### src/rtl/dqrs_pkg.sv
`timescale 1ns / 1ps
// Shared types, constants and step functions for the dual quadrature rack sync core.
// No dependencies; used by every module in rtl/.
package dqrs_pkg;

  localparam int CNT_W     = 32;
  localparam int OUT_W     = 32;
  localparam int THR_W     = 8;
  localparam int CFG_IDX_W = 8;
  localparam int CFG_DAT_W = 32;
  localparam int Q_DEPTH   = 3;
  localparam int Q_IDX_W   = $clog2(Q_DEPTH);
  localparam int Q_LVL_W   = $clog2(Q_DEPTH + 1);

  localparam logic [THR_W-1:0] THR_RESET = THR_W'(3);

  localparam logic [CFG_IDX_W-1:0] REG_RACK_THRESHOLD = CFG_IDX_W'(0);
  localparam logic [CFG_IDX_W-1:0] REG_RIGHT_NEGATE   = CFG_IDX_W'(1);

  localparam logic ACT_PIN_SAMPLE = 1'b0;
  localparam logic ACT_TICK       = 1'b1;

  localparam logic [1:0] PH_00 = 2'b00;
  localparam logic [1:0] PH_01 = 2'b01;
  localparam logic [1:0] PH_11 = 2'b11;
  localparam logic [1:0] PH_10 = 2'b10;

  typedef logic [CNT_W-1:0]        cnt_t;
  typedef logic signed [OUT_W-1:0] out_word_t;

  typedef struct packed {
    logic action;
    logic left_a;
    logic left_b;
    logic right_a;
    logic right_b;
  } in_item_t;

  typedef struct packed {
    logic signed [OUT_W-1:0] left_position;
    logic signed [OUT_W-1:0] right_position;
    logic signed [OUT_W-1:0] rack_delta;
  } out_item_t;

  typedef struct packed {
    logic sample;
    logic tick;
    logic captured;
    logic negate;
  } lane_ctrl_t;

  typedef struct packed {
    cnt_t cur;
    cnt_t delta;
  } lane_res_t;

  function automatic logic [1:0] step_fwd(input logic [1:0] last);
    logic [1:0] nxt;
    unique case (last)
      PH_00:   nxt = PH_01;
      PH_01:   nxt = PH_11;
      PH_11:   nxt = PH_10;
      default: nxt = PH_00;
    endcase
    return nxt;
  endfunction

  function automatic logic [1:0] step_back(input logic [1:0] last);
    logic [1:0] nxt;
    unique case (last)
      PH_00:   nxt = PH_10;
      PH_01:   nxt = PH_00;
      PH_11:   nxt = PH_01;
      default: nxt = PH_11;
    endcase
    return nxt;
  endfunction

  function automatic out_word_t to_out(input cnt_t v);
    logic signed [CNT_W-1:0] s;
    s = v;
    return out_word_t'(s);
  endfunction

  function automatic cnt_t magnitude(input cnt_t v);
    return v[CNT_W-1] ? cnt_t'(-v) : v;
  endfunction

endpackage

### src/rtl/dqrs_lane.sv
`timescale 1ns / 1ps
// One quadrature decoder lane: x4 counter, pin state, tick delta register.
// Depends on dqrs_pkg.
module dqrs_lane (
  input  logic                clk,
  input  logic                rst_n,
  input  dqrs_pkg::lane_ctrl_t ctrl,
  input  logic [1:0]          pins,
  output dqrs_pkg::lane_res_t res
);

  dqrs_pkg::cnt_t count_r, count_nxt;
  dqrs_pkg::cnt_t prev_r, prev_nxt;
  dqrs_pkg::cnt_t cur_r, delta_r;
  logic [1:0]     pin_r, pin_nxt;
  dqrs_pkg::cnt_t cur, delta;

  assign cur   = ctrl.negate ? dqrs_pkg::cnt_t'(-count_r) : count_r;
  assign delta = cur - prev_r;

  always_comb begin
    count_nxt = count_r;
    pin_nxt   = pin_r;
    prev_nxt  = prev_r;
    if (ctrl.sample) begin
      pin_nxt = pins;
      if (ctrl.captured) begin
        if (pins == dqrs_pkg::step_fwd(pin_r)) begin
          count_nxt = count_r + dqrs_pkg::cnt_t'(1);
        end else if (pins == dqrs_pkg::step_back(pin_r)) begin
          count_nxt = count_r - dqrs_pkg::cnt_t'(1);
        end
      end
    end
    if (ctrl.tick) begin
      prev_nxt = cur;
    end
  end

  always_ff @(posedge clk) begin
    if (!rst_n) begin
      count_r <= '0;
      pin_r   <= '0;
      prev_r  <= '0;
    end else begin
      count_r <= count_nxt;
      pin_r   <= pin_nxt;
      prev_r  <= prev_nxt;
    end
  end

  always_ff @(posedge clk) begin
    if (ctrl.tick) begin
      cur_r   <= cur;
      delta_r <= delta;
    end
  end

  assign res.cur   = cur_r;
  assign res.delta = delta_r;

endmodule

### src/rtl/dqrs_merge.sv
`timescale 1ns / 1ps
// Side selection across both lanes and the result queue toward out_*.
// Depends on dqrs_pkg.
module dqrs_merge (
  input  logic                          clk,
  input  logic                          rst_n,
  input  logic                          push,
  input  dqrs_pkg::lane_res_t           left,
  input  dqrs_pkg::lane_res_t           right,
  input  logic [dqrs_pkg::THR_W-1:0]    threshold,
  output logic [dqrs_pkg::Q_LVL_W-1:0]  level,
  output logic                          out_valid,
  input  logic                          out_stall,
  output dqrs_pkg::out_item_t           out_data
);

  dqrs_pkg::cnt_t      mag_l, mag_r, thr;
  dqrs_pkg::cnt_t      pos_l, pos_r, dsel;
  dqrs_pkg::out_item_t item;
  dqrs_pkg::out_item_t q_r [dqrs_pkg::Q_DEPTH];
  dqrs_pkg::out_item_t q_nxt [dqrs_pkg::Q_DEPTH];
  logic [dqrs_pkg::Q_LVL_W-1:0] level_r, level_nxt;
  logic [dqrs_pkg::Q_IDX_W-1:0] wr_idx;
  logic                         pop;

  assign mag_l = dqrs_pkg::magnitude(left.delta);
  assign mag_r = dqrs_pkg::magnitude(right.delta);
  assign thr   = dqrs_pkg::cnt_t'(threshold);

  always_comb begin
    pos_l = left.cur;
    pos_r = right.cur;
    dsel  = left.delta;
    if (mag_l > thr && mag_l >= mag_r) begin
      pos_r = left.cur;
    end else if (mag_r > thr && mag_r > mag_l) begin
      pos_l = right.cur;
      dsel  = right.delta;
    end
    item.left_position  = dqrs_pkg::to_out(pos_l);
    item.right_position = dqrs_pkg::to_out(pos_r);
    item.rack_delta     = dqrs_pkg::to_out(dsel);
  end

  assign out_valid = (level_r != '0);
  assign pop       = out_valid && !out_stall;
  assign wr_idx    = dqrs_pkg::Q_IDX_W'(level_r - dqrs_pkg::Q_LVL_W'(pop));

  always_comb begin
    level_nxt = level_r + dqrs_pkg::Q_LVL_W'(push) - dqrs_pkg::Q_LVL_W'(pop);
    for (int i = 0; i < dqrs_pkg::Q_DEPTH; i++) begin
      if (pop && i < dqrs_pkg::Q_DEPTH - 1) begin
        q_nxt[i] = q_r[i+1];
      end else begin
        q_nxt[i] = q_r[i];
      end
    end
    if (push) begin
      q_nxt[wr_idx] = item;
    end
  end

  always_ff @(posedge clk) begin
    if (!rst_n) begin
      level_r <= '0;
    end else begin
      level_r <= level_nxt;
    end
  end

  always_ff @(posedge clk) begin
    q_r <= q_nxt;
  end

  assign level    = level_r;
  assign out_data = q_r[0];

endmodule

### src/rtl/dual_quadrature_rack_sync_core.sv
`timescale 1ns / 1ps
// Dual x4 quadrature decoder with rack side selection; top level.
// Depends on dqrs_pkg, dqrs_lane and dqrs_merge.
// A sample tick's result passes through the lane tick registers and the result queue before it is offered.
// Throughput: one item per cycle while in_stall is low; a three-entry result queue absorbs out_stall.
// Pin samples update the counters at transfer and produce no result.
// Synchronous reset clears counters, pin states, tick history and queue, and restores
// the register defaults.
module dual_quadrature_rack_sync_core (
  input  logic                            clk,
  input  logic                            rst_n,
  input  logic                            in_valid,
  output logic                            in_stall,
  input  dqrs_pkg::in_item_t              in_data,
  output logic                            out_valid,
  input  logic                            out_stall,
  output dqrs_pkg::out_item_t             out_data,
  input  logic                            cfg_valid,
  output logic                            cfg_ready,
  input  logic [dqrs_pkg::CFG_IDX_W-1:0]  cfg_index,
  input  logic [dqrs_pkg::CFG_DAT_W-1:0]  cfg_data
);

  logic [dqrs_pkg::THR_W-1:0]   thr_r, thr_nxt;
  logic                         neg_r, neg_nxt;
  logic                         captured_r, captured_nxt;
  logic                         s1_valid_r;
  logic                         accept, tick_acc, sample_acc;
  logic [dqrs_pkg::Q_LVL_W-1:0] level;
  logic [dqrs_pkg::Q_LVL_W:0]   occupancy;
  dqrs_pkg::lane_ctrl_t         ctrl_l, ctrl_r;
  dqrs_pkg::lane_res_t          res_l, res_r;

  assign cfg_ready  = 1'b1;
  assign occupancy  = {1'b0, level} + (dqrs_pkg::Q_LVL_W + 1)'(s1_valid_r);
  assign in_stall   = (occupancy >= (dqrs_pkg::Q_LVL_W + 1)'(dqrs_pkg::Q_DEPTH));
  assign accept     = in_valid && !in_stall;
  assign tick_acc   = accept && (in_data.action == dqrs_pkg::ACT_TICK);
  assign sample_acc = accept && (in_data.action == dqrs_pkg::ACT_PIN_SAMPLE);

  always_comb begin
    thr_nxt = thr_r;
    neg_nxt = neg_r;
    if (cfg_valid && cfg_ready) begin
      unique case (cfg_index)
        dqrs_pkg::REG_RACK_THRESHOLD: thr_nxt = cfg_data[dqrs_pkg::THR_W-1:0];
        dqrs_pkg::REG_RIGHT_NEGATE:   neg_nxt = cfg_data[0];
        default: ;
      endcase
    end
    captured_nxt = captured_r || sample_acc;
  end

  always_ff @(posedge clk) begin
    if (!rst_n) begin
      thr_r      <= dqrs_pkg::THR_RESET;
      neg_r      <= 1'b1;
      captured_r <= 1'b0;
      s1_valid_r <= 1'b0;
    end else begin
      thr_r      <= thr_nxt;
      neg_r      <= neg_nxt;
      captured_r <= captured_nxt;
      s1_valid_r <= tick_acc;
    end
  end

  assign ctrl_l = '{sample: sample_acc, tick: tick_acc, captured: captured_r, negate: 1'b0};
  assign ctrl_r = '{sample: sample_acc, tick: tick_acc, captured: captured_r, negate: neg_r};

  dqrs_lane u_lane_left (
    .clk   (clk),
    .rst_n (rst_n),
    .ctrl  (ctrl_l),
    .pins  ({in_data.left_a, in_data.left_b}),
    .res   (res_l)
  );

  dqrs_lane u_lane_right (
    .clk   (clk),
    .rst_n (rst_n),
    .ctrl  (ctrl_r),
    .pins  ({in_data.right_a, in_data.right_b}),
    .res   (res_r)
  );

  dqrs_merge u_merge (
    .clk       (clk),
    .rst_n     (rst_n),
    .push      (s1_valid_r),
    .left      (res_l),
    .right     (res_r),
    .threshold (thr_r),
    .level     (level),
    .out_valid (out_valid),
    .out_stall (out_stall),
    .out_data  (out_data)
  );

  a_no_overflow: assert property (@(posedge clk) disable iff (!rst_n)
    occupancy <= (dqrs_pkg::Q_LVL_W + 1)'(dqrs_pkg::Q_DEPTH))
    else $error("result queue overrun");

  a_tick_enters: assert property (@(posedge clk) disable iff (!rst_n)
    tick_acc |=> s1_valid_r)
    else $error("tick transfer did not enter the selection stage");

  a_sample_silent: assert property (@(posedge clk) disable iff (!rst_n)
    sample_acc |=> !s1_valid_r)
    else $error("pin sample produced a result");

  a_captured_holds: assert property (@(posedge clk) disable iff (!rst_n)
    captured_r |=> captured_r)
    else $error("pin capture flag dropped without reset");

endmodule
### config.mk
export PLATFORM = sky130hd
export DESIGN_NAME = dual_quadrature_rack_sync_core
export DESIGN_NICKNAME = d
export VERILOG_FILES = /design/src/rtl/dqrs_pkg.sv /design/src/rtl/dqrs_lane.sv /design/src/rtl/dqrs_merge.sv /design/src/rtl/dual_quadrature_rack_sync_core.sv
export SDC_FILE = /design/constraint.sdc
export NUM_CORES = 1
export LEC_CHECK = 0
export BUFFER_PORTS_ARGS = -buffer_cell sky130_fd_sc_hd__buf_2
export CAP_MARGIN = 40
export CORE_MARGIN = 2
export CORE_UTILIZATION = 30
export DETAILED_ROUTE_END_ITERATION = 16
export PLACE_DENSITY = 0.54
export SETUP_SLACK_MARGIN = 0.15
export SYNTH_ARGS = -nofsm -noshare
export SYNTH_HDL_FRONTEND = slang
export SYNTH_SLANG_ARGS = --single-unit
### constraint.sdc
create_clock -name clk -period 7.6 [get_ports clk]
set_input_delay 1.52 -clock clk [delete_from_list [all_inputs] [get_ports clk]]
set_output_delay 1.52 -clock clk [all_outputs]
set_load 0.005 [all_outputs]
* After elaboration in Yosys (flattened, before gate mapping)
Cells that the tools add are included.
** Storage, ports and cells
- Logic and storage cells :: 107
- Flip-flop bits (word level) :: 561
** Operators by class
- Order comparisons :: 7
- $add $sub $neg :: 13
- Reductions and logical operators :: 20
- Mux-type cells :: 32
- Equal/unequal tests :: 9
- Bitwise gates (word level) :: 2
** Operators by type and width (count)
- 32-bit two-way mux :: 12
- 288-bit bitwise mux :: 1
- 288-bit two-way mux :: 1
- 96-bit two-way mux :: 3
- 96-bit demux with 2-bit select :: 1
- 32-bit negator :: 3
- 32-bit by 1-bit adder with 32-bit output (second input constant) :: 2
- 32-bit by 8-bit > comparator with 1-bit output :: 2
- 32-bit by 1-bit subtractor with 32-bit output (second input constant) :: 2
- 32-bit subtractor :: 2
- 32-bit >= comparator :: 1
- 32-bit > comparator :: 1
- 2-bit one-hot mux with 3 select lines :: 4
- 2-bit two-way mux :: 10
- 2-bit == test :: 4
- 8-bit by 1-bit == test with 1-bit output (second input constant) :: 1
- 8-bit zero test :: 1
- 1-bit logical AND :: 7
- 3-bit AND reduction :: 2
- 2-bit nonzero test :: 3
- 2-bit by 1-bit == test with 1-bit output (second input constant) :: 2
- 2-bit == test (second input constant) :: 2
- 2-bit zero test :: 2
- 2-bit AND reduction :: 2
- 10 further kinds :: 12

* Logic depth before layout (Yosys ltp)
Gate-level depths: netlist (run 1).
- Depth in word-level cells :: 13
- Gate-level depth with buffers :: 21
- Gate-level depth less buffers :: 18

* By module
From an unflattened synthesis (run 1), not the netlist that was laid out.
** Unflattened totals
- Cell total of the unflattened synthesis :: 3727
- Area, all modules :: 33216.9 um^2
** By module, submodules not included
- dqrs_merge :: instances 1, seq. area each 6766.5 um^2, cells each 1899, area each 16335.7 um^2
- dqrs_lane at u_lane_right :: instances 1, seq. area each 3243.1 um^2, cells each 886, area each 8184.1 um^2
- dqrs_lane at u_lane_left :: instances 1, seq. area each 3243.1 um^2, cells each 887, area each 8180.3 um^2
- dual_quadrature_rack_sync_core :: instances 1, seq. area each 220.2 um^2, cells each 55, area each 516.7 um^2

* Least setup slack after synthesis (run 1)
OpenSTA, ideal clock, no wires.
- Kind :: in2reg
- From :: input port out_stall
- To :: register with a tool-made name
- Required time :: 7.037 ns
- Library setup time :: 0.563 ns
- Arrival :: 7.197 ns
- Slack :: -0.160 ns
- Stages :: 8
- Path through :: nand2b_1 > clkbuf_1 > inv_2 > clkbuf_1 > clkbuf_1 > ha_1 > xor2_1 > nor2b_1
** RTL lines
- from (decl) :: line dual_quadrature_rack_sync_core.sv:16 : input logic out_stall,

==> results.cfg, run 1 <==
[timing]
clock-skew-final_ns = 0.02319
fin_crit_sh_pct = 82.32
post-route-min-period_ns = 6.256
finalSetupTns_ns = 0
slew_violations = 0
relSlewSlack_pct = 40.72
setup_viol = 0
hold_ws_ns = 0.4551
fmax_ghz = 0.1598
hold_viol = 0
tightest_slew_ns = 0.8811
postLayoutSetupSlackWorst_ns = 1.344
rsz0062_at_grt = false

[clock_tree]
ctsResizeCount = 0
clock_latency_ns = 0.64
cts_tree = built
numCtsBuffers = 60
clock-root-buffer = clkbuf_16
cts.sink_count = 561
htreeDepth = 2
cts_hold_buf = 0
clockBufferDepth = 3
clk_pin_slew_ns = 0.06
postCtsSetupBuffers = 0

[power]
switchingPower_mw = 5.628
power_frac_comb_pct = 46.0
p_clk_share_pct = 21.3
internal_power_mw = 8.759
p_per_area_nw_per_um2 = 412.4
p_leak_nw = 13.79
vdd_drop_max_mv = 0.3250
switching_share_pct = 39.12
seqPwrFrac_pct = 32.8

[final_layout]
final_common_cell = a21oi_1
multi_input_area_um2 = 15640
n_fill_cell = 10605
final_cells = 4705
syn_to_final_growth_pct = 11.31
final_cell_mix = a21oi_1 (339), dfxtp_1 (337), nand2_1 (225), edfxtp_1 (224), inv_1 (214)
regArea_um2 = 13470
drive_gt1_share_pct = 9.236
nNetsFinal = 3504

[critical_path]
required_ns = 7.98
cp-start-kind = flip-flop
cp_num_buf_inv = 2
path_class = reg2reg
reg2reg_setup_slack_ns = 1.34
reg2reg_depth = 17
r2r-start = u_lane_right.delta_r[3]$_DFFE_PP_
cp_max_fo = 20
cp.arrival_ns = 6.64
slowest_delay_ns = 0.65
crit_chain = or4_4, or4_4, or3_1, o31ai_1, xnor2_1, ha_1, nand4_1, or2_2, nor2_1, nand2_1, nor3_1, nor4_1, nor2_1, a41o_2, buf_4, mux2i_1, inv_1
cpLargestDelayFamily = simple AND/OR/NAND/NOR gates
end_kind = flip-flop
cp_slowest_cell = a41o_2

[worst_hold_path]
hold_end = u_lane_left.prev_r[16]$_SDFFE_PN0P_
min-delay-start = u_lane_left.prev_r[16]$_SDFFE_PN0P_
hold_path_class = reg2reg
min_path_cells = 2

[routing]
viasPerCell = 4.940
vias = 23243
post_drt_wl_per_cell_um = 17.39
first_pass_iters = 5
drt_iter0_markers = 1406
ant_nets = 0
drc = 0
wirelength_um = 81830

[die]
dieArea_um2 = 107100
io_pins = 149
rows = 118
fp.dieW_um = 327.2
die_h_um = 327.2
initial_core_util_pct = 30.24
core_area_um2 = 103600

[placement]
hpwl_um = 59170
io_buffers = 123
dp_cells = 4590
preCtsSetupSlack_ns = 1.398
place.gp.congestion = 0.8646

[logic_synthesis]
synth_top_flop_cell = dfxtp_1
synth_nets = 3523
synth_cell_type_count = 84
netlist_area_um2 = 31340
ys_seq_elements = 561
synth_area_per_cell_um2 = 9.523
seq_area_frac_synth_pct = 42.99
synth_edf_count = 224
synthArstFlopShare_pct = 0
yosys_warnings = 0
syn_inst = 3291

[run]
maxCapViolCount = 0

[global_routing]
track_usage_pct = 14.81
grt_pass1_wl_um = 126700
grt_pass1_vias = 21727
grt_max_degree = 147
grt_antenna_before_repair = 5
grt_overflow_total = 0

[status]
status = finished, final reports clean
## kinds of logic after synthesis
kind of cell	synth area share [%]
flops	42.99
xor+xnor	5.561
fa+ha+maj	7.362
simple gates	13.01
mux	5.761
compound gates	18.03
other cells	0.01197
buf+inv	7.274
## worst max-delay path by stage
stage	from	endpoint	slack [ns]	cells after the start
5_1_grt	u_lane_right.delta_r[3]$_DFFE_PP_	flip-flop	1.12	17
2_1_floorplan	out_stall	flip-flop	1.68	8
4_1_cts	u_lane_right.delta_r[3]$_DFFE_PP_	flip-flop	1.39	17
3_5_place_dp	u_lane_right.delta_r[3]$_DFFE_PP_	flip-flop	1.40	17
6_report	u_lane_right.delta_r[3]$_DFFE_PP_	flip-flop	1.34	17
3_3_place_gp	u_lane_right.delta_r[9]$_DFFE_PP_	flip-flop	1.40	17
## power by group through the flow
| stage | logic, mW | clock network, mW | registers (mW) |
|---|---|---|---|
| after floorplan | 5.35 | 0 | 4.54 |
| after global placement | 6.48 | 0 | 4.79 |
| after detailed placement | 6.62 | 0 | 4.78 |
| after CTS | 6.66 | 3.15 | 4.72 |
| after global routing | 7.35 | 3.25 | 4.81 |
| final | 6.61 | 3.06 | 4.71 |
## layer usage
metal	part of all wire (%)	vias up	GRT usage (%)	wire length, um
met5	0.079	-	0	65
met4	2.6	10	4.069	2092
met3	3.5	107	1.920	2834
met2	46	392	24.37	37490
met1	48	11020	20.37	39350
li1	-	11714	-	-
## tightest hold or removal path: stages (launching register included)
cell and delay, ns:
dfxtp_1 0.31, nand2_1 0.05, a21oi_1 0.05
## stage by stage
step | util (%) | power (mW) | cell area (um2)
final | 33.66 | 14.39 | 34880
after global routing | 33.66 | 15.41 | 34880
after CTS | 33.66 | 14.53 | 34880
after detailed placement | 31.66 | 11.40 | 32810
after global placement | 31.52 | 11.27 | 32670
after floorplan | - | 9.888 | 31340
## final cells by class
class	count	area share, %
antenna	1	0.007173
clock buffer	77	4.752
clock inverter	37	1.191
inverter	218	2.382
multi-input combinational	2257	44.84
sequential	561	38.62
tap	1380	4.950
timing repair buffer	174	3.257
## synth_stat cells, drive strengths merged (4+ instances only)
cell type / count / area [um2]
a2111oi: 8 / 70.07
a211o: 5 / 43.79
a211oi: 204 / 1531
a21boi: 6 / 45.04
a21o: 50 / 375.4
a21oi: 339 / 1697
a221oi: 5 / 43.79
a31o: 4 / 35.04
a31oi: 12 / 75.07
a32oi: 6 / 52.55
and2: 168 / 1051
and3: 13 / 81.33
buf: 119 / 950.9
clkbuf: 136 / 510.5
dfxtp: 337 / 6746
edfxtp: 224 / 6726
fa: 4 / 80.08
ha: 178 / 2227
inv: 216 / 810.8
mux2i: 177 / 1772
nand2: 225 / 844.6
nand2b: 25 / 163.9
nand3: 46 / 230.2
nand4: 22 / 137.6
nand4b: 4 / 35.03
nor2: 184 / 698.2
nor2b: 25 / 156.4
nor3: 29 / 145.1
nor4: 16 / 106.4
o211ai: 19 / 142.6
o21a: 30 / 225.2
o21ai: 89 / 449.2
o21bai: 9 / 67.56
o22ai: 5 / 31.28
o31a: 8 / 70.07
o31ai: 33 / 247.7
o41a: 4 / 45.04
o41ai: 15 / 138.9
or2: 11 / 68.82
or3: 17 / 106.4
or4: 17 / 135.1
xnor2: 133 / 1165
xor2: 66 / 578.1
Note: power is estimated with default switching activity, not from simulation.
==> inputs of run 2 (changes only) <==
--- a/config.mk
+++ b/config.mk
@@ -5,6 +5,7 @@
 export SDC_FILE = /design/constraint.sdc
 export NUM_CORES = 1
 export LEC_CHECK = 0
+export ABC_AREA = 1
 export BUFFER_PORTS_ARGS = -buffer_cell sky130_fd_sc_hd__buf_2
 export CAP_MARGIN = 40
 export CORE_MARGIN = 2
==> constraint.sdc (replaced) <==
create_clock -name clk -period 5.7 [get_ports clk]
set_input_delay 1.14 -clock clk [delete_from_list [all_inputs] [get_ports clk]]
set_output_delay 1.14 -clock clk [all_outputs]
set_load 0.005 [all_outputs]
==> run 2 against run 1 <==
Core utilization increased by 0.12 points. Setup slack worse by 0.32 ns. Area after synthesis up 8.0%. Largest cell class unchanged. Largest power group unchanged.
==> results.cfg, run 2 <==
[status]
status = finished, final reports clean

[logic_synthesis]
synth_area_per_cell_um2 = 7.749
synthArstFlopShare_pct = 0
syn_inst = 4369
synth.most_common_cell = nand2_1
synthTopCellsByArea = dfxtp_1 (20%), edfxtp_1 (20%), nand2_1 (8.3%), nand3_1 (6.9%), ha_1 (6.6%)
yosysTopAreaCell = dfxtp_1
synth_cell_type_count = 52
seq_area_frac_synth_pct = 39.79
synth_top_area_share_pct = 19.93
netlist_area_um2 = 33860
synth_edf_count = 224
ys_seq_elements = 561
synth_nets = 4601
yosys_warnings = 0
synthTopCellsByCount = nand2_1 (748), inv_1 (524), nand3_1 (470), dfxtp_1 (337), o21ai_0 (335)
synth_top_flop_cell = dfxtp_1

[global_routing]
grt_pass1_vias = 27481
grt_overflow_total = 0
grt_pass1_wl_um = 161400
track_usage_pct = 17.65
grt_max_degree = 167
grt_antenna_before_repair = 2

[power]
switching_share_pct = 42.40
switchingPower_mw = 8.506
internal_power_mw = 11.56
p_clk_share_pct = 22.3
seqPwrFrac_pct = 31.8
power_frac_comb_pct = 45.9
vdd_drop_max_mv = 0.3564
p_leak_nw = 16.72
p_per_area_nw_per_um2 = 529.4

[final_layout]
final_common_cell = nand2_1
final_cell_mix = nand2_1 (748), inv_1 (522), nand3_1 (470), dfxtp_1 (337), o21ai_0 (335)
regArea_um2 = 13470
antennaDiodeCount = 0
multi_input_area_um2 = 17030
drive_gt1_share_pct = 7.327
syn_to_final_growth_pct = 11.94
n_fill_cell = 11887
nNetsFinal = 4596

[timing]
rsz0062_at_grt = false
fin_crit_sh_pct = 81.98
relSlewSlack_pct = 34.69
tightest_slew_ns = 0.9796
slew_violations = 0
clock-skew-final_ns = 0.03315
fmax_ghz = 0.2140
hold_ws_ns = 0.4555
post-route-min-period_ns = 4.673
hold_viol = 0
finalSetupTns_ns = 0
setup_viol = 0

[clock_tree]
clock-root-buffer = clkbuf_16
cts_tree = built
cts.sink_count = 561
postCtsSetupBuffers = 0
ctsResizeCount = 0
numCtsBuffers = 71
clockBufferDepth = 3
clk_pin_slew_ns = 0.06
htreeDepth = 3
clock_latency_ns = 0.65
cts_hold_buf = 0

[worst_hold_path]
hold_end = u_lane_right.pin_r[1]$_SDFFE_PN0P_
hold_path_class = reg2reg
min_path_cells = 2
min-delay-start = u_lane_right.pin_r[1]$_SDFFE_PN0P_

[routing]
drc = 0
wirelength_um = 103300
drt_iter0_markers = 1965
viasPerCell = 4.840
ant_nets = 0
post_drt_wl_per_cell_um = 17.44
vias = 28663
first_pass_iters = 6

[die]
rows = 123
io_pins = 149
fp.dieW_um = 339.9
die_h_um = 339.9
initial_core_util_pct = 30.18
core_area_um2 = 112200
dieArea_um2 = 115600

[critical_path]
end_kind = flip-flop
cp-start-kind = flip-flop
required_ns = 6.09
path_class = reg2reg
r2r-start = u_lane_right.count_r[0]$_SDFFE_PN0P_
reg2reg_setup_slack_ns = 1.03
reg2reg_depth = 19
cp.arrival_ns = 5.06
crit_chain = inv_1, ha_1, inv_1, nor3_1, buf_4, nand2_1, nor3_1, nand2_1, o31ai_1, xor2_1, ha_1, nand2_1, nor2_1, nand2_1, o21ai_0, a21oi_1, o21bai_1, a31oi_1, xor2_1
cp_max_fo = 6
crit_top_cell = nand2_1
slowest_delay_ns = 0.44
cp_slowest_cell = nor3_1
r2r_end = u_lane_right.delta_r[29]$_DFFE_PP_

[placement]
place.gp.congestion = 0.9349
hpwl_um = 76800
io_buffers = 123

[run]
maxCapViolCount = 0
## run 2: worst max path at each step
stage                                         start                                 end  cells after the start
2_1_floorplan                            in_data[4]      u_lane_left.cur_r[0]$_DFFE_PP_                      3
3_3_place_gp   u_lane_right.count_r[0]$_SDFFE_PN0P_  u_lane_right.delta_r[29]$_DFFE_PP_                     19
3_5_place_dp   u_lane_right.count_r[0]$_SDFFE_PN0P_  u_lane_right.delta_r[29]$_DFFE_PP_                     19
4_1_cts        u_lane_right.count_r[0]$_SDFFE_PN0P_  u_lane_right.delta_r[29]$_DFFE_PP_                     19
5_1_grt        u_lane_right.count_r[0]$_SDFFE_PN0P_  u_lane_right.delta_r[29]$_DFFE_PP_                     19
6_report       u_lane_right.count_r[0]$_SDFFE_PN0P_  u_lane_right.delta_r[29]$_DFFE_PP_                     19
## run 2: worst max-delay path, delay by kind of cell, from the launching register on
kind                       cells  cell delay [ns]
DFF                            1             0.36
xor gates and xnor gates       2             0.56
buffers and inverters          3             0.47
AOI/OAI and AO/OA              5             1.36
adders and majority gates      2             0.57
and+or+nand+nor                7             1.12
## run 2: final cells by class
class / instances / share of cell area, %
Sequential cell: 561 / 35.55
Clock buffer: 97 / 5.216
Multi-Input combinational cell: 3024 / 44.94
Clock inverter: 34 / 0.8881
Timing Repair Buffer: 177 / 3.199
Tap cell: 1500 / 4.952
Inverter: 529 / 5.253
## run 2: cell families after synthesis
family | count (synthesis) | share of synthesized area [%]
other | 1 | 0.01108
adders and majority gates | 182 | 6.815
xor gates and xnor gates | 151 | 3.906
buffers and inverters | 784 | 10.03
DFF | 561 | 39.79
muxes | 133 | 3.932
AOI/OAI and AO/OA | 834 | 13.26
and+or+nand+nor | 1723 | 22.25
## run 2: power groups by stage
stage | clock network (mW) | registers (mW) | logic, mW
after global routing | 4.75 | 6.49 | 10.4
final | 4.47 | 6.38 | 9.21
after CTS | 4.60 | 6.39 | 9.26
after global placement | 0 | 6.45 | 9.04
after detailed placement | 0 | 6.46 | 9.22
after floorplan | 0 | 6.12 | 7.02
## run 2: metal layers
layer / global-route usage (%) / vias to the layer above / routed length [um]
met5: 0 / - / 13
met3: 2.307 / 118 / 4963
met4: 4.664 / 2 / 2038
met2: 29.18 / 671 / 47560
li1: - / 14612 / -
met1: 24.16 / 13260 / 48720
## run 2: through the flow
| step | cells | total power [mW] | utilization, % | setup WS (ns) | cell area, um2 |
|---|---|---|---|---|---|
| floorplan | 4369 | 13.15 | - | 0.1604 | 33870 |
| global placement | 5784 | 15.49 | 31.57 | 1.071 | 35420 |
| detailed placement | 5791 | 15.69 | 31.72 | 0.9594 | 35580 |
| CTS | 5922 | 20.25 | 33.78 | 0.9726 | 37900 |
| global route | 5922 | 21.61 | 33.78 | 0.5434 | 37900 |
| finish | 5922 | 20.06 | 33.78 | 1.027 | 37900 |
